[src/hdl/vcs_pkg.sv]
// shared types and constants for the version compaction selector
// no dependencies
`timescale 1ns / 1ps

package vcs_pkg;

  localparam int TABLE_ENTRIES_DEF = 1024;
  localparam int EPOCH_W           = 4;
  localparam int QUEUE_DEPTH       = 4;
  localparam int CFG_IDX_W         = 8;

  // configuration register indexes
  localparam logic [CFG_IDX_W-1:0] REG_CURRENT_TIME = 8'd0;
  localparam logic [CFG_IDX_W-1:0] REG_REVERT_PER   = 8'd1;
  localparam logic [CFG_IDX_W-1:0] REG_KEEP_PER     = 8'd2;
  localparam logic [CFG_IDX_W-1:0] REG_MAX_VERSIONS = 8'd3;

  // classified slot waiting for the table walk
  typedef struct packed {
    logic        new_file;
    logic [63:0] doc_key;
    logic        tombstone;
    logic        older_revert;
    logic        older_keep;
  } job_t;

  typedef enum logic [1:0] {
    B_CLEAR,
    B_IDLE,
    B_READ,
    B_CMP
  } back_state_t;

endpackage

[src/hdl/vcs_front.sv]
// front end: takes slots and compares their time against both points
// depends on vcs_pkg
`timescale 1ns / 1ps

module vcs_front (
  input  logic              clk,
  input  logic              rst_n,
  input  logic              accept,
  input  logic              in_new_file,
  input  logic [63:0]       in_doc_key,
  input  logic [63:0]       in_slot_time,
  input  logic              in_tombstone,
  input  logic [63:0]       current_time,
  input  logic [63:0]       revert_period,
  input  logic [63:0]       keep_remove_period,
  input  logic              q_full,
  output logic              push,
  output vcs_pkg::job_t     push_data,
  output logic              front_busy
);

  logic        s1_v_r, s1_v_nxt;
  logic        s1_nf_r, s1_tomb_r;
  logic [63:0] s1_key_r, s1_time_r;
  logic        s2_v_r, s2_v_nxt;
  logic        s2_nf_r, s2_tomb_r;
  logic [63:0] s2_key_r, s2_time_r;
  logic [63:0] rev_pt_r, keep_pt_r;
  logic        s2_free, s1_move;

  assign s2_free  = !s2_v_r || !q_full;
  assign s1_move  = s1_v_r && s2_free;
  assign s1_v_nxt = accept || (s1_v_r && !s2_free);
  assign s2_v_nxt = s1_move || (s2_v_r && q_full);
  assign push     = s2_v_r && !q_full;
  assign front_busy = s1_v_r;

  always_ff @(posedge clk) begin
    if (!rst_n) begin
      s1_v_r <= 1'b0;
      s2_v_r <= 1'b0;
    end else begin
      s1_v_r <= s1_v_nxt;
      s2_v_r <= s2_v_nxt;
    end
  end

  always_ff @(posedge clk) begin
    if (accept) begin
      s1_nf_r   <= in_new_file;
      s1_key_r  <= in_doc_key;
      s1_time_r <= in_slot_time;
      s1_tomb_r <= in_tombstone;
    end
    if (s1_move) begin
      s2_nf_r   <= s1_nf_r;
      s2_key_r  <= s1_key_r;
      s2_time_r <= s1_time_r;
      s2_tomb_r <= s1_tomb_r;
      // points clamp at zero
      rev_pt_r  <= (current_time > revert_period) ? current_time - revert_period : 64'd0;
      keep_pt_r <= (current_time > keep_remove_period) ?
                   current_time - keep_remove_period : 64'd0;
    end
  end

  always_comb begin
    push_data.new_file     = s2_nf_r;
    push_data.doc_key      = s2_key_r;
    push_data.tombstone    = s2_tomb_r;
    push_data.older_revert = s2_time_r < rev_pt_r;
    push_data.older_keep   = s2_time_r < keep_pt_r;
  end

endmodule

[config.mk]
export PLATFORM = sky130hd
export DESIGN_NAME = vcs_front
export DESIGN_NICKNAME = d
export VERILOG_FILES = /design/src/hdl/vcs_pkg.sv /design/src/hdl/vcs_front.sv
export SDC_FILE = /design/constraint.sdc
export NUM_CORES = 1
export LEC_CHECK = 0
export ABC_AREA = 1
export BUFFER_PORTS_ARGS = -buffer_cell sky130_fd_sc_hd__clkbuf_2
export CAP_MARGIN = 20
export CORE_ASPECT_RATIO = 1.2
export CORE_MARGIN = 4
export CORE_UTILIZATION = 29
export CTS_BUF_LIST = sky130_fd_sc_hd__clkbuf_2
export DETAILED_ROUTE_END_ITERATION = 12
export MAX_ROUTING_LAYER = met4
export PLACE_DENSITY = 0.47
export SLEW_MARGIN = 40
export SYNTH_ARGS = -nofsm -noshare
export SYNTH_HDL_FRONTEND = slang
export SYNTH_SLANG_ARGS = --single-unit
[constraint.sdc]
create_clock -name clk -period 21.4 [get_ports clk]
set_input_delay 1.07 -clock clk [delete_from_list [all_inputs] [get_ports clk]]
set_output_delay 1.07 -clock clk [all_outputs]
set_load 0.005 [all_outputs]
# Yosys cells after proc, flatten, opt, wreduce, memory -nomap -nowiden
# Cells that the tools add are included.
# word_totals
out_inout_bits,70
in_bits,326
register_bits,390
word_cells,28
# op_classes
n_lt_le_gt_ge,4
n_addsub,2
n_reduce_logical,10
# ops
operator,count
> comparator 64 bit,2
< comparator 64 bit,2
subtractor 64 bit,2
logical AND 1 bit,4
logical NOT 1 bit,3
logical OR 1 bit,3

# Logic depth before layout (Yosys ltp)
# Gate-level depths: netlist (run 1).
# depth
word_depth,5
depth_mapped,17
ltp_nobuf,16

# Worst setup path after synthesis (run 1)
# Ideal clock, no wire load.
# synth_timing
path_kind,in2reg
from,input q_full
to,register keep_pt_r[0] (enable)
path_stages,1
path_buffers,0
arrival_ns,13.451
path_slack_ns,6.986
required_time_ns,20.437
path_cell_list,a21oi_1
# synth_via
elab_chain_len,3
# synth_lines
element,line_no,source
"start, declared",vcs_front.sv:16,"input logic q_full,"
logical NOT 1 bit,vcs_front.sv:31,assign s2_free = !s2_v_r || !q_full;
logical OR 1 bit,vcs_front.sv:31,
logical AND 1 bit,vcs_front.sv:32,assign s1_move = s1_v_r && s2_free;
"end signal, assigned",vcs_front.sv:62,keep_pt_r <= (current_time > keep_remove_period) ?
"end, declared",vcs_front.sv:28,"logic [63:0] rev_pt_r, keep_pt_r;"
# No other way between the ends.
# A chain may end at the register's enable or synchronous reset.

==> qor.yml, run 1 <==
status: "finished, final reports clean"
vias_in_the_first_global_route: 25400
synth_top_cell_by_area: "edfxtp_1"
cts.clk_slew.worst_paths_ns: 0.11
p_sw_share_pct: 36.9
htree_num_levels: 3
cts_setup_buffers: 0
grt_antenna_before_repair: 11
power.share.clock_pct: 27.2
p_sw_uw: 763
place.port_buffers: 395
synth-warning-count: 0
final_min_period_over_clock_period_pct: 21.4
synth_fp_nets: 4406
timing.fmax_ghz: 0.218
stdcell_area_sq_um: 34400
worstSetupEndpointType: "output port"
syn_inst: 3824
core_area_sq_um: 97100
floorplan.initialDensity_pct: 29.3
detail-route-antenna-nets: 0
vias_per_cell: 4.45
globalRoute.totalOverflow: 0
synth_top_area_share_pct: 41.0
ys_seq_elements: 390
fp.dieH_um: 351
required_ns: 20.33
grt_pass1_wl_mm: 164
critical_path_arrival_ns: 3.51
cts_root_buf: "clkbuf_2"
chipWidth_um: 294
clk-insertion-delay-late_ns: 1.23
crit_path_start_kind: "flop"
drc: 0
worst_relative_slew_slack_pct: 48.4
synth_sequential_area_ratio_pct: 41.1
hp-class: "in2reg"
path_class: "reg2out"
hold_viol: 0
numCtsBuffers: 106
design.die.area_sq_um: 103000
mapped_area_sq_um: 28400
std_cell_rows: 125
preCtsSetupSlack_ns: 17.12
clock-skew-final_ns: 0.106
routed-via-count: 25900
mostFrequentLayoutCells: "1262 x nand2_1, 992 x inv_1, 535 x clkbuf_2, 388 x edfxtp_1, 257 x nor2_1"
fin_nets: 5032
static-leakage-power_uw: 0.0185
detail_placement_hpwl_mm: 96.5
worst_slew_pin_slew_ns: 0.768
fin_ws_ns: 16.82
ir_drop_uv: 35.0
syn2layout_area_growth_pct: 20.8
setup.worst_path.start: "s2_time_r[63]"
fin_hold_ws_ns: 0.247
maxSlewViolCount: 0
area_after_detailed_placement_sq_um: 32000
internal_portion_of_total_power_uw: 1310
r2r_start: "front_busy"
setup_tns_ns: 0
critical_path.reg2reg.endpoint: "keep_pt_r[16]"
comb_power_share_pct: 28.1
post_layout_nonfiller_instances: 5819
final_period_demand_of_the_worst_path_ns: 4.58
clock_path_buffers: 3
final_common_cell: "nand2_1"
netlist-cell-type-count: 37
reported_max_cap_violation_count: 0
synthesis.area_per_instance_sq_um: 7.44
router_iterations_before_antenna_repair: 6
finalSetupViolCount: 0
final_layout_size_suffix_gt1_share_pct: 15.2
rr_worst_depth: 5
share_seq_of_total_power_pct: 44.7
synth_top_cells_by_area: "edfxtp_1 41%, nand2_1 17%, inv_1 13%, ha_1 11%, nor2_1 3.4%"
clock_sink_count: 390
detail_route.wirelength_mm: 114
detailedRoute.firstIterationViolations: 1770
route.detailed.wl_per_inst_um: 19.6
tritoncts_clock_tree: "done"
gp_congestion: 1.05
setup.reg_to_reg.worst_slack_ns: 18.99
inst_count_dp: 5480
num-fill-cells: 10600
crit_path_end: "push_data[1]"
grt_usage_pct: 22.3
power.density_nw_per_um2: 60.3
rsz0062_at_grt: "false"
crit_path_max_fo: 2
grt_max_degree: 92
io_pins: 396
[critical path: stages, from the launching register on]
cell	delay, ns
edfxtp_1	0.50
ha_1	0.35
nand2_1	0.06
inv_1	0.06
nand3_1	0.07
inv_1	0.07
nand2_1	0.15
nor4_1	0.52
nor3b_1	0.25
a21oi_1	0.11
clkbuf_2	0.14
[final cells by class]
class	instances	area, sq um	area share, %
diodes	15	37.5	0.109
clock buffers	141	706	2.05
clock inverters	51	284	0.827
inverters	997	3740	10.9
multi-input cells	2421	12900	37.4
flip-flops and latches	390	11700	34.0
well taps	1270	1590	4.63
repair buffers	534	3440	10.0
[through the flow]
step	utilization, %	power (uW)
CTS	35.3	2110
global placement	32.8	1500
global route	35.4	2220
floorplan	-	1290
finish	35.4	2070
detailed placement	32.9	1500
[synth_stat cells, drive strengths merged]
master / number
xor2: 59
o21a: 4
nor2: 301
nand3b: 5
o211ai: 4
ha: 254
inv: 997
a211oi: 3
or2: 1
nor4: 12
o21ai: 34
nor3b: 1
nand4: 57
and2: 4
a21oi: 216
edfxtp: 388
a21boi: 1
and3: 3
nand3: 150
dfxtp: 2
xnor2: 2
buf: 15
fa: 2
nand2: 1272
clkbuf: 1
nor3: 36
[sequential cells by signal (all words and copies together) (netlist names)]
| name | count |
|---|---|
| keep_pt_r | 64 |
| rev_pt_r | 64 |
| s1_key_r | 64 |
| s1_time_r | 64 |
| s2_key_r | 64 |
| s2_time_r | 64 |
| front_busy | 1 |
| s1_nf_r | 1 |
| s1_tomb_r | 1 |
| s2_nf_r | 1 |
| s2_tomb_r | 1 |
| s2_v_r | 1 |
[how the worst min path moves through the flow]
| stage | depth (start not counted) | endpoint | startpoint | slack, ns |
|---|---|---|---|---|
| after floorplan | 0 | s2_key_r[0] | s1_key_r[0] | 0.40 |
| after global placement | 0 | s2_key_r[16] | s1_key_r[16] | 0.40 |
| after detailed placement | 0 | s2_key_r[11] | s1_key_r[11] | 0.40 |
| after CTS | 3 | s2_v_r | q_full | 0.06 |
| after global routing | 3 | s2_v_r | q_full | 0.11 |
| final | 1 | s1_time_r[58] | accept | 0.25 |
[logic make-up after synthesis]
| kind of cell | after synthesis | share of synthesized area (%) |
|---|---|---|
| AO/OA/AOI/OAI | 262 | 5.44 |
| XOR/XNOR | 61 | 1.88 |
| adder cells (fa/ha/maj) | 256 | 11.3 |
| buffers and inverters | 1013 | 13.7 |
| flip-flops | 390 | 41.1 |
| AND/OR/NAND/NOR | 1842 | 26.5 |
[repair_timing]
| item | CTS | global route |
|---|---|---|
| hold buffers | 131 | 0 |
| resized for setup | 0 | 0 |
| hold endpoints to repair | 132 | 0 |
[power groups by stage]
stage               Combinational, uW  Clock, uW  Sequential (uW)
global placement                  555          0              945
floorplan                         342          0              948
finish                            582        562              927
CTS                               581        602              928
detailed placement                559          0              945
global route                      647        646              931
[layer usage]
| layer | global-route usage [%] | vias up | part of all wire, % |
|---|---|---|---|
| met2 | 36.6 | 888 | 46 |
| met5 | - | - | 0 |
| li1 | - | 13200 | - |
| met4 | 8.90 | 0 | 4.5 |
| met1 | 27.8 | 11600 | 44 |
| met3 | 3.40 | 225 | 5.9 |
(Power assumes the default switching activity.)
==> run 2, diff against run 1 <==
- PLACE_DENSITY: 0.47 -> 0.49
- clock period: 21.4 -> 4 ns (I/O delays scaled with it)
==> run 2 against run 1 <==
Effect of this change:
- final cell count up 8.1%
- design area up 14%
- die area unchanged
- largest cell class unchanged
- sequential share of layout area down 4.0 points
- largest power group unchanged
- first-iteration DRC count up 17%
- critical path depth up 9
- global-route usage up 0.83 points
- worst hold slack worse by 0.11 ns
- register-to-register slack worse by 17 ns
- routed wire length up 3.6%
- total power rose to 5.6 times the previous value
- core utilization up 4.8 points
- highest routed layer unchanged
==> qor.yml, run 2 (synthesis results as in run 1) <==
detail-route-antenna-nets: 0
rsz0062_at_grt: "false"
numCtsBuffers: 110
reported_max_cap_violation_count: 0
htree_num_levels: 3
timing.fmax_ghz: 0.271
crit_path_top_delay_cell: "dlygate4sd3_1"
vias_in_the_first_global_route: 28000
power.density_nw_per_um2: 297
critPathTopFamily: "buffers and inverters"
cts.clk_slew.worst_paths_ns: 0.10
floorplan.initialDensity_pct: 29.3
tritoncts_clock_tree: "done"
status: "finished, final reports clean"
core_area_sq_um: 97100
critical_path_buf_inv_count: 6
router_iterations_before_antenna_repair: 6
grt_max_degree: 118
final_period_demand_of_the_worst_path_ns: 3.69
grt.busiest_layer: "met2"
clk-insertion-delay-late_ns: 1.31
crit_path_start_kind: "primary input"
crit_path_max_fo: 5
share_seq_of_total_power_pct: 42.7
grt_util_met3_pct: 3.54
gr_util_met1_pct: 28.7
path_class: "in2reg"
vias_per_cell: 4.47
maxSlewViolCount: 0
worst_relative_slew_slack_pct: 47.0
critical_path_arrival_ns: 4.81
critical_path.most_common_cell: "nand2_1"
setup_tns_ns: 0
routed-via-count: 28100
required_ns: 5.12
comb_power_share_pct: 31.9
design.die.area_sq_um: 103000
p_sw_share_pct: 36.6
clock_sink_count: 390
drc: 0
fin_hold_ws_ns: 0.137
preCtsSetupSlack_ns: 0.703
p_sw_uw: 4240
hold_viol: 0
worst_slew_pin_slew_ns: 0.787
grt_antenna_before_repair: 6
io_pins: 396
hp-class: "in2reg"
detail_route.wirelength_mm: 118
setup.worst_path.start: "keep_remove_period[2]"
finalSetupViolCount: 0
r2r_start: "s2_v_r"
internal_portion_of_total_power_uw: 7360
static-leakage-power_uw: 0.0204
route.detailed.wl_per_inst_um: 18.8
syn2layout_area_growth_pct: 37.1
final_min_period_over_clock_period_pct: 92.2
final_common_cell: "nand2_1"
ir_drop_uv: 148
clock_path_buffers: 3
cts_root_buf: "clkbuf_2"
globalRoute.totalOverflow: 0
cts-resized-gates: 0
detailedRoute.firstIterationViolations: 2079
grt_pass1_wl_mm: 173
gr-usage-met2_pct: 37.7
worstSetupEndpointType: "flop"
power.share.clock_pct: 25.4
place.port_buffers: 395
fin_ws_ns: 0.312
worst_hold_startpoint: "current_time[3]"
final_layout_size_suffix_gt1_share_pct: 14.0
clock-skew-final_ns: 0.193
grt_usage_pct: 23.2
num-fill-cells: 10200
fp.dieH_um: 351
std_cell_rows: 125
gp_congestion: 1.02
chipWidth_um: 294
detail_placement_hpwl_mm: 95.0
post-layout-total-power_uw: 11600
cp_slowest_stage_delay_ns: 0.65
crit_chain: "dlygate4sd3_1 -> clkbuf_2 -> inv_1 -> ha_1 -> dlygate4sd3_1 -> nand3_1 -> nand2_1 -> nand2_1 -> nand2_1 -> nand2_1 -> nand2_1 -> nand2_1 -> nand2_1 -> nand2_1 -> nand2_1 -> nand2_1 -> dlygate4sd3_1 -> a21oi_1 -> dlygate4sd3_1"
mostFrequentLayoutCells: "1262 x nand2_1, 991 x inv_1, 594 x dlygate4sd3_1, 541 x clkbuf_2, 388 x edfxtp_1"
fin_nets: 5506
-- run 2: what timing repair did --
item | 4_1_cts | 5_1_grt
hold buffers | 593 | 1
endpoints found under the setup margin | 0 | 0
endpoints found under the hold margin | 648 | 17
setup buffers | 0 | 0
-- run 2: final cells by class --
| type | instances | area [sq um] | area share (%) |
|---|---|---|---|
| antenna | 12 | 30.0 | 0.0770 |
| clock buffer | 147 | 736 | 1.89 |
| clock inverter | 47 | 210 | 0.539 |
| inverter | 997 | 3740 | 9.60 |
| multi-input combinational | 2421 | 12900 | 33.0 |
| sequential | 390 | 11700 | 30.0 |
| tap | 1270 | 1590 | 4.07 |
| timing repair buffer | 1004 | 8140 | 20.9 |
-- run 2: worst paths after layout --
kind | end | slack (ns) | cells past startpoint
worst max-delay path | keep_pt_r[63] | 0.31 | 19
worst max register to register | rev_pt_r[29] | 2.23 | 3
worst min register to register | s2_key_r[2] | 0.40 | 0
worst min-delay path | keep_pt_r[8] | 0.14 | 9
-- run 2: metrics by stage --
| stage | instances | utilization, % | instance area [sq um] |
|---|---|---|---|
| finish | 6288 | 40.1 | 39000 |
| global route | 6285 | 40.1 | 39000 |
| floorplan | 3824 | - | 28400 |
| global placement | 5487 | 33.0 | 32000 |
| CTS | 6274 | 40.1 | 38900 |
| detailed placement | 5487 | 33.0 | 32000 |
-- run 2: worst reg2reg max path, cell delays in order, from the launching register on --
cell,delay (ns)
dfxtp_1,0.36
a21oi_4,0.23
buf_12,0.28
buf_12,0.44
-- run 2: metal layers --
layer | vias to the layer above | wire [um]
li1 | 14100 | -
met5 | - | 0
met1 | 12800 | 50900
met2 | 992 | 54000
met3 | 230 | 7440
met4 | 0 | 5710
-- run 2: power by group through the flow --
stage / combinational [uW] / sequential, uW / clock (uW)
floorplan: 1830 / 5020 / 0
global placement: 3000 / 5050 / 0
detailed placement: 3010 / 5050 / 0
CTS: 3670 / 4960 / 3110
global route: 4070 / 4980 / 3340
finish: 3700 / 4950 / 2940
