File: src/hdl/vcs_pkg.sv
// shared types and constants for the version compaction selector
// no dependencies
`timescale 1ns / 1ps

package vcs_pkg;

  localparam int TABLE_ENTRIES_DEF = 1024;
  localparam int EPOCH_W           = 4;
  localparam int QUEUE_DEPTH       = 4;
  localparam int CFG_IDX_W         = 8;

  // configuration register indexes
  localparam logic [CFG_IDX_W-1:0] REG_CURRENT_TIME = 8'd0;
  localparam logic [CFG_IDX_W-1:0] REG_REVERT_PER   = 8'd1;
  localparam logic [CFG_IDX_W-1:0] REG_KEEP_PER     = 8'd2;
  localparam logic [CFG_IDX_W-1:0] REG_MAX_VERSIONS = 8'd3;

  // classified slot waiting for the table walk
  typedef struct packed {
    logic        new_file;
    logic [63:0] doc_key;
    logic        tombstone;
    logic        older_revert;
    logic        older_keep;
  } job_t;

  typedef enum logic [1:0] {
    B_CLEAR,
    B_IDLE,
    B_READ,
    B_CMP
  } back_state_t;

endpackage

File: src/hdl/vcs_queue.sv
// small job queue between front end and table walker
// depends on vcs_pkg
`timescale 1ns / 1ps

module vcs_queue (
  input  logic          clk,
  input  logic          rst_n,
  input  logic          push,
  input  vcs_pkg::job_t push_data,
  input  logic          pop,
  output vcs_pkg::job_t pop_data,
  output logic          empty,
  output logic          full
);

  localparam int PTR_W = $clog2(vcs_pkg::QUEUE_DEPTH);

  vcs_pkg::job_t     mem_r [vcs_pkg::QUEUE_DEPTH];
  logic [PTR_W-1:0]  wr_r, rd_r;
  logic [PTR_W:0]    cnt_r, cnt_nxt;

  assign empty    = (cnt_r == '0);
  assign full     = (cnt_r == (PTR_W+1)'(vcs_pkg::QUEUE_DEPTH));
  assign pop_data = mem_r[rd_r];

  always_comb begin
    cnt_nxt = cnt_r;
    if (push && !(pop && !empty)) cnt_nxt = cnt_r + 1'b1;
    else if (!push && pop && !empty) cnt_nxt = cnt_r - 1'b1;
  end

  always_ff @(posedge clk) begin
    if (!rst_n) begin
      wr_r  <= '0;
      rd_r  <= '0;
      cnt_r <= '0;
    end else begin
      cnt_r <= cnt_nxt;
      if (push) wr_r <= wr_r + 1'b1;
      if (pop && !empty) rd_r <= rd_r + 1'b1;
    end
  end

  always_ff @(posedge clk) begin
    if (push) mem_r[wr_r] <= push_data;
  end

endmodule

File: config.mk
export PLATFORM = sky130hd
export DESIGN_NAME = vcs_queue
export DESIGN_NICKNAME = d
export VERILOG_FILES = /design/src/hdl/vcs_pkg.sv /design/src/hdl/vcs_queue.sv
export SDC_FILE = /design/constraint.sdc
export NUM_CORES = 1
export LEC_CHECK = 0
export BUFFER_PORTS_ARGS = -buffer_cell sky130_fd_sc_hd__buf_4
export CAP_MARGIN = 20
export CORE_UTILIZATION = 57
export DETAILED_ROUTE_END_ITERATION = 8
export PLACE_DENSITY = 0.78
export SETUP_SLACK_MARGIN = 0.2
export SLEW_MARGIN = 10
export SYNTH_ARGS = -nofsm -noshare
export SYNTH_HDL_FRONTEND = slang
export SYNTH_SLANG_ARGS = --single-unit
File: constraint.sdc
create_clock -name clk -period 3.1 [get_ports clk]
set_input_delay 0 -clock clk [delete_from_list [all_inputs] [get_ports clk]]
set_output_delay 0 -clock clk [all_outputs]
set_load 0.05 [all_outputs]
== Word-level counts from Yosys, hierarchy flattened ==
Memory sizes are Yosys's and may differ from the RTL's. A register that Yosys moved wholly into a read port is not among the register bits.
Index checks and enable logic that the tools add are counted.
Cells by class
  add/subtract/negate cells: 4
  mux-type cells: 6
  reductions and logical operators: 9
  equality and inequality tests: 1
Operator list (count)
  $mux W3: 2
  $add A2 B1 Y2 const B: 2
  $logic_and A1 B1 Y1: 4
  $mux W2: 2
  $add A3 B1 Y3 const B: 1
  $eq A3 B3 Y1 const B: 1
  $logic_not A1 Y1: 3
  $logic_not A3 Y1: 1
  $sub A3 B1 Y3 const B: 1
  $mux W1: 2
  $reduce_bool A2 Y1: 1
Word-level totals
  register bits: 7
  RAM bits: 272
  output and inout bits: 70
  memories: 1
  logic and storage cells: 24
Memory list
  mem_r: depth 4, bits a word 68, read ports 1, clocked after memory_dff 1, wr ports 1, line vcs_queue.sv:18  | vcs_pkg::job_t mem_r [vcs_pkg::QUEUE_DEPTH];

== Depth between registers and ports, before layout ==
Gate-level depths: netlist of the first run.
  word-level depth: 6
  depth in mapped cells: 6

== Worst setup path before layout of the first run ==
No wires, ideal clock.
  kind: register -> register
  start point: reg wr_r[0]
  end point: mem mem_r[0][0] (netlist bit) (enable)
  cell stages (with the launch flop): 4
  library setup time: 0.433 ns
  arrival: 2.136 ns
  path buffers: 0
  slack: 0.531 ns
  period minus slack after synthesis: 2.569 ns
  path through: dfxtp_1 -> inv_1 -> ha_1 -> and2_1
RTL lines
  from (decl): line vcs_queue.sv:19  | logic [PTR_W-1:0] wr_r, rd_r;
  from (signal assigned): line vcs_queue.sv:39  | if (push) wr_r <= wr_r + 1'b1;
  to (decl): line vcs_queue.sv:18
No word-level cell before the write port.

==> metrics.yaml, run 1 <==
run_status:
  outcome: "finished clean"
layout:
  layout_commonest_cell: "edfxtp_1"
  syn_to_final_growth_pct: 27.80
  final_util: 0.7544
  nets: 715
  mostFrequentLayoutCells: "edfxtp_1 (272), buf_4 (143), dlygate4sd3_1 (72)"
  final_area_um2: 13230
  antenna_cells: 0
  drive_gt1_frac: 0.3921
clock_network:
  cts.path.max_buffers: 3
  hold_buffers: 72
  cts_tree: "yes"
  cts_resized: 0
  cts-buffers-inserted: 26
  cts.clk_slew.worst_paths_ps: 60
  cts_root_buf: "clkbuf_16"
  clk_latency_ps: 520
  postCtsSetupRepairBufs: 0
  htree_levels: 1
  cts_sinks: 281
routing:
  top_layer: "met4"
  viasPerCell: 5.674
  wl_met2_mm: 9.740
  ant_nets: 0
  wl_met3_mm: 1.269
  wl_per_cell_um: 21.63
  firstDrtPassIters: 4
  drtIter0Drc: 389
  wl_mm: 19.10
  drt-met1-wl_mm: 7.628
  drc: 0
  vias: 5010
floorplan:
  num_rows: 48
  ioPinCount: 142
  die-height_um: 136.8
  die-area_um2: 18700
  core_um2: 17540
  die_w_um: 136.8
  start_util: 0.5903
place:
  preCtsSetupSlack_ps: 1120
  port_buffers: 141
  placed_cell_area_um2: 11680
  place_congestion: 0.7110
  dp_hpwl_mm: 10.70
setup_path:
  end_kind: "primary output"
  reg2reg_slack_ps: 1040
  crit_buf_inv: 2
  rr_startpoint: "cnt_r[1]"
  reg2reg_to: "cnt_r[1]"
  worstPathCellList: "buf_4 > mux4_2 > buf_4"
  startpoint_type: "register"
  crit_fanout: 20
  r2r_cells: 6
  path_delay_family: "flip-flops"
  arrival_ps: 2300
  max_stage_delay_ps: 640
  cp_slowest_cell: "dfxtp_4"
  cpMostUsedCell: "buf_4"
  cp.required_ps: 3100
  worstSetupPathType: "reg -> out"
sta:
  worst-slew-pin-transition_ps: 1016
  fin_crit_sh: 0.7431
  finalClockSkew_ps: 10.38
  hold_violations: 0
  fin_crit_ps: 2304
  whs_ps: 229.5
  fmax_mhz: 434.1
  fin_setup_tns_ps: 0
  finalSetupViolCount: 0
  rsz0062_at_grt: "false"
  layout_setup_ws_ps: 796.3
  finalMaxSlewViolations: 0
  maxSlewHeadroom: 0.3230
power:
  p_switching_mw: 3.483
  p_int_mw: 7.463
  comb_power_share: 0.303
  switching_share: 0.3182
  p_clk_frac: 0.275
  p_leak_nw: 4.514
  max-vdd-ir-drop_uv: 821.5
  power_density_nw_per_um2: 827.4
  power_frac_seq: 0.423
logic_synthesis:
  syn-num-nets: 484
  ys_seq_area_frac: 0.8065
  synth_largest_area_cell: "edfxtp_1"
  synth_top_area_share: 0.7891
  synthesis.area_um2: 10350
  yosysWarnings: 0
  synth_area_leaders: "edfxtp_1 (79%), mux4_2 (15%), dfxtp_1 (1.7%)"
  synth-edff-count: 272
  synth.distinct_cells: 30
  syn-mean-instance-area_um2: 25.43
  synth_cells: 407
  synth-main-ff-cell: "edfxtp_1"
  async_flop_share: 0
  yosys_register_bits: 281
global_route:
  antenna_found_initial: 0
  grt_pass1_vias: 5120
  overflow: 0
  track_usage: 0.2081
  grt_pass1_wl_mm: 28.41
  grt_max_degree: 69
min_path:
  min_to: "mem_r[0][18]"
  hold_depth: 2
  min-delay-start: "push_data[18]"
  hold_path.class: "in -> reg"
flow_run:
  maxCapViolCount: 0
worst reg2reg max path, delay by kind of cell, from the launching register on:
family | cells | cell delay (ps)
AO/OA/AOI/OAI | 3 | 840
adder cells (fa/ha/maj) | 1 | 500
flip-flops | 1 | 400
AND/OR/NAND/NOR | 2 | 190
metal layers:
| layer | vias up | GRT usage |
|---|---|---|
| li1 | 2196 | - |
| met1 | 2553 | 0.2837 |
| met2 | 222 | 0.3460 |
| met3 | 39 | 0.03704 |
| met4 | 0 | 0.06605 |
| met5 | - | 0 |
registers in the layout, indices dropped and copies added, names as in the netlist, named ones only:
| signal | flops |
|---|---|
| mem_r | 272 |
| cnt_r | 3 |
| rd_r | 2 |
| wr_r | 2 |
worst max path at each step:
stage	endpoint	depth (start not counted)
finish	pop_data[24]	3
global route	pop_data[24]	3
CTS	pop_data[24]	3
detailed placement	cnt_r[1]	6
global placement	cnt_r[1]	5
floorplan	mem_r[0][0]	3
cell families (layout without fill, tap and decap cells):
| family | Yosys count | in the layout | synth area share |
|---|---|---|---|
| DFF | 281 | 281 | 0.8065 |
| buffers and inverters | 19 | 270 | 0.01438 |
| adders and majority gates | 5 | 5 | 0.006769 |
| and+or+nand+nor | 20 | 20 | 0.01209 |
| AOI/OAI and AO/OA | 8 | 8 | 0.007131 |
| muxes | 69 | 69 | 0.1489 |
| xor gates and xnor gates | 5 | 5 | 0.004231 |
synthesized netlist by cell type (all sizes together) (2+ instances only):
library cell  instances
mux4                 68
and2                  9
nor2b                 3
xnor2                 3
inv                   2
nor3b                 3
dfxtp                 9
ha                    4
buf                  13
o21ai                 2
clkbuf                4
xor2                  2
edfxtp              272
area by class of cell:
| type | count | area (um^2) |
|---|---|---|
| Clock inverter | 3 | 12.51 |
| Tap cell | 225 | 281.5 |
| Inverter | 2 | 7.507 |
| Clock buffer | 45 | 813.3 |
| Fill cell | 968 | 4308 |
| Sequential cell | 281 | 8356 |
| Timing Repair Buffer | 220 | 1894 |
| Multi-Input combinational cell | 107 | 1864 |
stage by stage:
| stage | power (mW) | cells |
|---|---|---|
| 2_1_floorplan | 7.104 | 407 |
| 6_report | 10.95 | 883 |
| 3_5_place_dp | 7.951 | 763 |
| 5_1_grt | 11.31 | 883 |
| 4_1_cts | 11.04 | 883 |
| 3_3_place_gp | 7.887 | 763 |
power by group through the flow:
stage | clock network (mW) | logic [mW] | registers (mW)
after detailed placement | 0 | 3.24 | 4.71
after global routing | 3.20 | 3.45 | 4.66
after CTS | 3.07 | 3.34 | 4.63
after floorplan | 0 | 2.56 | 4.54
after global placement | 0 | 3.20 | 4.69
final | 3.01 | 3.31 | 4.63
(Power assumes the default switching activity.)
==> inputs of run 2 (changes only) <==
==> constraint.sdc (replaced) <==
create_clock -name clk -period 2.4 [get_ports clk]
set_input_delay 0 -clock clk [delete_from_list [all_inputs] [get_ports clk]]
set_output_delay 0 -clock clk [all_outputs]
set_load 0.05 [all_outputs]
==> metrics.yaml, run 2 (synthesis results as in run 1) <==
layout:
  layout_commonest_cell: "edfxtp_1"
  regMostFlops: "mem_r"
  fillers: 940  # -2.9%
  nets: 728  # +1.8%
  regArea_um2: 8356  # unchanged
  multi_input_area_um2: 1864  # unchanged
  largest_reg_flops: 272  # unchanged
  syn_to_final_growth_pct: 29.57
  drive_gt1_frac: 0.4071  # +0.01503
  antenna_cells: 0  # unchanged
  reg_top3: "mem_r: 272 flops, cnt_r: 3 flops"
  mostFrequentLayoutCells: "edfxtp_1 (272), buf_4 (151), dlygate4sd3_1 (72)"
clock_network:
  cts_sinks: 281  # unchanged
  cts-buffers-inserted: 28  # +7.7%
  cts.path.max_buffers: 3  # unchanged
  clk_latency_ps: 520  # about the same
  cts_tree: "yes"
  cts.clk_slew.worst_paths_ps: 60  # about the same
  cts_resized: 0  # unchanged
  cts_root_buf: "clkbuf_16"
  htree_levels: 1  # unchanged
run_status:
  outcome: "finished clean"
setup_path:
  cp.required_ps: 2400  # -700 ps
  crit_fanout: 13  # -35%
  arrival_ps: 2080  # -220 ps
  worstPathCellList: "buf_4 > mux4_2 > buf_4"
  max_stage_delay_ps: 540  # -100 ps
  reg2reg_to: "cnt_r[1]"
  r2r_cells: 6  # unchanged
  cp-endpoint: "pop_data[42]"
  rr_startpoint: "cnt_r[1]"
  worstSetupPathType: "reg -> out"
  path_delay_family: "flip-flops"
  crit_buf_inv: 2  # unchanged
  cpMostUsedCell: "buf_4"
  reg2reg_slack_ps: 380  # -660 ps
  cp_slowest_cell: "dfxtp_4"
  path_depth: 3  # unchanged
  startpoint_type: "register"
  end_kind: "primary output"
floorplan:
  core_um2: 17540  # unchanged
  start_util: 0.5903  # unchanged
  die-height_um: 136.8  # unchanged
  die_w_um: 136.8  # unchanged
  num_rows: 48  # unchanged
  die-area_um2: 18700  # unchanged
  ioPinCount: 142  # unchanged
place:
  port_buffers: 141  # unchanged
  dp_hpwl_mm: 11.41  # +6.6%
  place_congestion: 0.7902  # +11%
sta:
  worst-slew-pin-transition_ps: 470.9  # -544.6 ps
  finalClockSkew_ps: 8.223  # -2.153 ps
  fmax_mhz: 481.1
  rsz0062_at_grt: "false"
  fin_setup_tns_ps: 0  # unchanged
  fin_crit_sh: 0.8661
  fin_crit_ps: 2079
  maxSlewHeadroom: 0.6860  # +0.3631
  hold_violations: 0  # unchanged
  finalMaxSlewViolations: 0  # unchanged
  finalSetupViolCount: 0  # unchanged
power:
  p_total_mw: 14.51  # +33%
  p_leak_nw: 4.611  # +2.2%
  max-vdd-ir-drop_uv: 1014  # +23%
  power_density_nw_per_um2: 1082  # +31%
routing:
  wl_met2_mm: 10.39  # +6.7%
  top_layer: "met4"
  viasPerCell: 5.617  # -1.0%
  firstDrtPassIters: 4  # unchanged
  drt-met1-wl_mm: 7.855  # +3.0%
  wl_mm: 19.79  # +3.6%
  drc: 0  # unchanged
  drtIter0Drc: 252  # -35%
  ant_nets: 0  # unchanged
  wl_per_cell_um: 22.04  # +1.9%
  vias: 5044  # +0.68%
  wl_met3_mm: 1.245  # -1.9%
global_route:
  overflow: 0  # unchanged
  antenna_found_initial: 0  # unchanged
  grt_pass1_wl_mm: 30.17  # +6.2%
  track_usage: 0.2209  # +0.01277
  grt_pass1_vias: 5493  # +7.3%
  grt_max_degree: 36  # -48%
flow_run:
  maxCapViolCount: 0  # unchanged
min_path:
  min-delay-start: "push_data[2]"
  hold_path.class: "in -> reg"
[run 2: cell types whose count changed in the layout (fill, tap and decap cells not counted)]
cell,previous run,this run
buf_4,143,151
clkbuf_8,7,0
clkinv_2,1,7
clkbuf_1,11,6
clkinv_1,2,6
buf_12,5,7
bufinv_16,0,2
clkbuf_16,27,29
clkinvlp_4,0,2
buf_16,0,1
[run 2: area by class of cell]
class                   count  area share
flip-flops and latches    281      0.6230
repair buffers            231      0.1508
multi-input cells         107      0.1390
clock buffers              35     0.05579
well taps                 225     0.02099
clock inverters            17    0.009889
inverters                   2   0.0005598
[run 2: worst min-delay path by stage]
stage	to	slack [ps]	cells after the start
2_1_floorplan	mem_r[0][0]	100	0
3_3_place_gp	mem_r[0][32]	200	1
3_5_place_dp	mem_r[2][2]	200	1
4_1_cts	mem_r[2][2]	200	2
5_1_grt	mem_r[0][33]	210	2
6_report	mem_r[2][2]	220	2
[run 2: repair_timing]
action | 4_1_cts | 5_1_grt
hold buffers | 72 | 0
buffers inserted | 1 | 0
hold endpoints to repair | 281 | 0
setup endpoints to repair | 51 | 0
[run 2: worst register-to-register path: stages, from the launching register on]
cell and delay [ps]:
dfxtp_1 400, o31ai_4 380, nand2_1 130, fa_1 490, a21oi_1 160, nor2b_1 70
o31a_1 280
[run 2: routing by layer]
metal	global-route usage	vias up
met5	0	-
met4	0.05247	0
met3	0.04889	29
met2	0.3900	169
met1	0.2796	2616
li1	-	2230
[run 2: through the flow]
stage            util  cells  instance area (um^2)  hold slack (ps)  worst slack, ps
2_1_floorplan       -    407                 10360            98.87            326.7
3_3_place_gp   0.6719    773                 11780            197.9            529.3
3_5_place_dp   0.6719    773                 11780            202.0            410.8
4_1_cts        0.7648    898                 13410            197.1            262.8
5_1_grt        0.7648    898                 13410            211.0            220.5
6_report       0.7648    898                 13410            223.4            321.4
[run 2: power breakdown]
group	internal, mW	switching [mW]
clock network	2.42	1.70
registers	5.67	0.194
logic	1.80	2.73
==> inputs of run 3 (changes only) <==
--- a/config.mk
+++ b/config.mk
@@ -5,6 +5,7 @@
 export SDC_FILE = /design/constraint.sdc
 export NUM_CORES = 1
 export LEC_CHECK = 0
+export ABC_AREA = 1
 export BUFFER_PORTS_ARGS = -buffer_cell sky130_fd_sc_hd__buf_4
 export CAP_MARGIN = 20
 export CORE_UTILIZATION = 57
==> metrics.yaml, run 3 <==
logic_synthesis:
  yosys_register_bits: 281  # unchanged
  synth-edff-count: 272  # unchanged
  synth-main-ff-cell: "edfxtp_1"
  async_flop_share: 0  # unchanged
  syn-mean-instance-area_um2: 14.56  # -43%
  synthesis.area_um2: 10530  # +1.7%
  ys_seq_area_frac: 0.7932  # -0.01333
  synth_largest_area_cell: "edfxtp_1"
  synth_area_leaders: "edfxtp_1 (78%), o21ai_0 (6.4%), nor2_1 (5.1%)"
  yosysMostFrequentCell: "edfxtp_1"
  synth.distinct_cells: 20  # -33%
  yosysWarnings: 0  # unchanged
  synth_common_cells: "edfxtp_1 (272), nor2_1 (143), o21ai_0 (134)"
  synth_cells: 723  # +78%
  syn-num-nets: 800  # +65%
  synth_top_area_share: 0.7760  # -0.01304
global_route:
  antenna_found_initial: 1  # +1
  grt_pass1_wl_mm: 34.01  # +13%
  grt_max_degree: 137  # +280%
  grt_pass1_vias: 6853  # +25%
  track_usage: 0.2382  # +0.01733
  overflow: 0  # unchanged
sta:
  finalMaxSlewViolations: 0  # unchanged
  worst-slew-pin-transition_ps: 581.5  # +110.6 ps
  whs_ps: 215.9  # -7.519 ps
  fin_crit_ps: 2078  # -0.9170 ps
  hold_violations: 0  # unchanged
  fmax_mhz: 481.3  # about the same
  maxSlewHeadroom: 0.6123  # -0.07374
  fin_setup_tns_ps: 0  # unchanged
  finalSetupViolCount: 0  # unchanged
  rsz0062_at_grt: "false"
  fin_crit_sh: 0.8657  # about the same
  finalClockSkew_ps: 17.58  # +9.352 ps
setup_path:
  cp.required_ps: 2400  # about the same
  crit_buf_inv: 3  # +1
  startpoint_type: "register"
  end_kind: "primary output"
  cp_slowest_cell: "dfxtp_4"
  worstSetupPathType: "reg -> out"
  max_stage_delay_ps: 360  # -180 ps
  arrival_ps: 2080  # about the same
  crit_fanout: 56  # +43
  worstPathCellList: "inv_6 > buf_12 > o21ai_0 > o22ai_1 > buf_4"
  path_delay_family: "buffers and inverters"
power:
  comb_power_share: 0.225  # -0.087
  p_int_mw: 8.740  # -12%
  power_density_nw_per_um2: 930.6  # -14%
  p_switching_mw: 3.751  # -19%
  switching_share: 0.3003  # -0.01824
  p_total_mw: 12.49  # -14%
  p_clk_frac: 0.320  # +0.036
  p_leak_nw: 4.767  # +3.4%
  max-vdd-ir-drop_uv: 716.3  # -29%
  power_frac_seq: 0.455  # +0.051
clock_network:
  cts_sinks: 281  # unchanged
  cts.path.max_buffers: 3  # unchanged
  cts.clk_slew.worst_paths_ps: 60  # about the same
  htree_levels: 1  # unchanged
  postCtsSetupRepairBufs: 0  # -1
  cts_root_buf: "clkbuf_16"
  cts-buffers-inserted: 27  # -3.6%
  cts_tree: "yes"
  clk_latency_ps: 530  # about the same
floorplan:
  die_w_um: 137.9  # +0.82%
  ioPinCount: 142  # unchanged
  die-area_um2: 19010  # +1.7%
  die-height_um: 137.9  # +0.82%
  num_rows: 49  # +2.1%
  start_util: 0.5839  # -0.006331
  core_um2: 18020  # +2.8%
min_path:
  hold_path.class: "in -> reg"
flow_run:
  maxCapViolCount: 0  # unchanged
routing:
  drc: 0  # unchanged
  drtIter0Drc: 579  # +130%
  ant_nets: 0  # unchanged
  vias: 6727  # +33%
  wl_per_cell_um: 19.24  # -13%
  firstDrtPassIters: 5  # +1
  viasPerCell: 5.672  # +0.98%
  wl_mm: 22.82  # +15%
run_status:
  outcome: "finished clean"
layout:
  nets: 1012  # +39%
  syn_to_final_growth_pct: 27.54
  layout_commonest_cell: "edfxtp_1"
  reg_top3: "mem_r: 272 flops, cnt_r: 3 flops"
  drive_gt1_frac: 0.2082  # -0.1990
  mostFrequentLayoutCells: "edfxtp_1 (272), buf_4 (144), nor2_1 (143)"
  final_cells: 1186  # +32%
  fillers: 1060  # +13%
  largest_reg_flops: 272  # unchanged
  regMostFlops: "mem_r"
place:
  placed_cells: 1063  # +38%
  place_congestion: 0.7471  # -5.5%
  dp_hpwl_mm: 12.26  # +7.5%
  port_buffers: 141  # unchanged
[run 3: cell count changes in the layout (fill, tap and decap cells not counted), sizes merged, moves of 12 or more]
| cell | previous run | this run |
|---|---|---|
| nor2 | 1 | 143 |
| o21ai | 2 | 139 |
| mux4 | 68 | 0 |
| o22ai | 0 | 68 |
| nand2 | 1 | 14 |
| inv | 2 | 14 |
[run 3: logic make-up (layout without fill, tap and decap cells)]
group | count (synthesis) | count (layout) | share of synthesized area
other | 0 | 1 | 0
adders and majority gates | 5 | 5 | 0.006657
and+or+nand+nor | 164 | 164 | 0.05979
buffers and inverters | 60 | 293 | 0.03103
AOI/OAI and AO/OA | 213 | 213 | 0.1094
DFF | 281 | 281 | 0.7932
[run 3: cell type report]
type / count / area (um^2) / area share
sequential: 281 / 8353 / 0.6222
clock inverter: 13 / 125.1 / 0.009321
clock buffer: 37 / 713.2 / 0.05313
multi-input combinational: 382 / 1851 / 0.1379
inverter: 16 / 80.08 / 0.005965
antenna: 1 / 2.502 / 0.0001864
timing repair buffer: 227 / 2013 / 0.1500
tap: 229 / 286.5 / 0.02134
[run 3: repair_timing]
action | in CTS | in global routing
setup endpoints to repair | 0 | 4
hold buffers | 72 | 0
hold endpoints to repair | 281 | 0
gates resized for setup | 0 | 1
[run 3: power groups by stage]
stage / Combinational (mW) / Sequential, mW / Clock [mW]
CTS: 2.81 / 5.68 / 4.04
floorplan: 1.86 / 5.77 / 0
finish: 2.82 / 5.68 / 4.00
detailed placement: 2.69 / 5.78 / 0
global route: 2.97 / 5.69 / 4.22
global placement: 2.63 / 5.77 / 0
[run 3: worst register-to-register path, delay by kind of cell (launching register included)]
family,cells,cell delay (ps)
adders and majority gates,1,210
DFF,1,370
buffers and inverters,3,870
and+or+nand+nor,1,110
[run 3: routing by layer]
layer,track usage,share of wire,wire (um),vias to the layer above
met5,0,0,0,-
met4,0.09239,0.026,591,0
met3,0.04057,0.067,1534,48
met2,0.4317,0.52,11920,251
met1,0.2825,0.38,8778,3292
li1,-,-,-,3136
[run 3: path summary, 6_finish.rpt]
check	startpoint	endpoint	slack [ps]	depth (start not counted)
worst min register to register	rd_r[1]	register	480	2
worst min-delay path	push_data[3]	mem_r[0][3]	220	2
worst max register to register	wr_r[0]	mem_r[0][41]	590	5
worst max-delay path	register	pop_data[24]	320	5
[run 3: stage by stage]
| stage | utilization | cell area, um^2 | worst slack (ps) |
|---|---|---|---|
| after floorplan | - | 10540 | 334.2 |
| after global placement | 0.6579 | 11860 | 642.5 |
| after detailed placement | 0.6579 | 11860 | 584.3 |
| after CTS | 0.7444 | 13420 | 237.8 |
| after global routing | 0.7448 | 13420 | 210.6 |
| final | 0.7448 | 13420 | 322.4 |
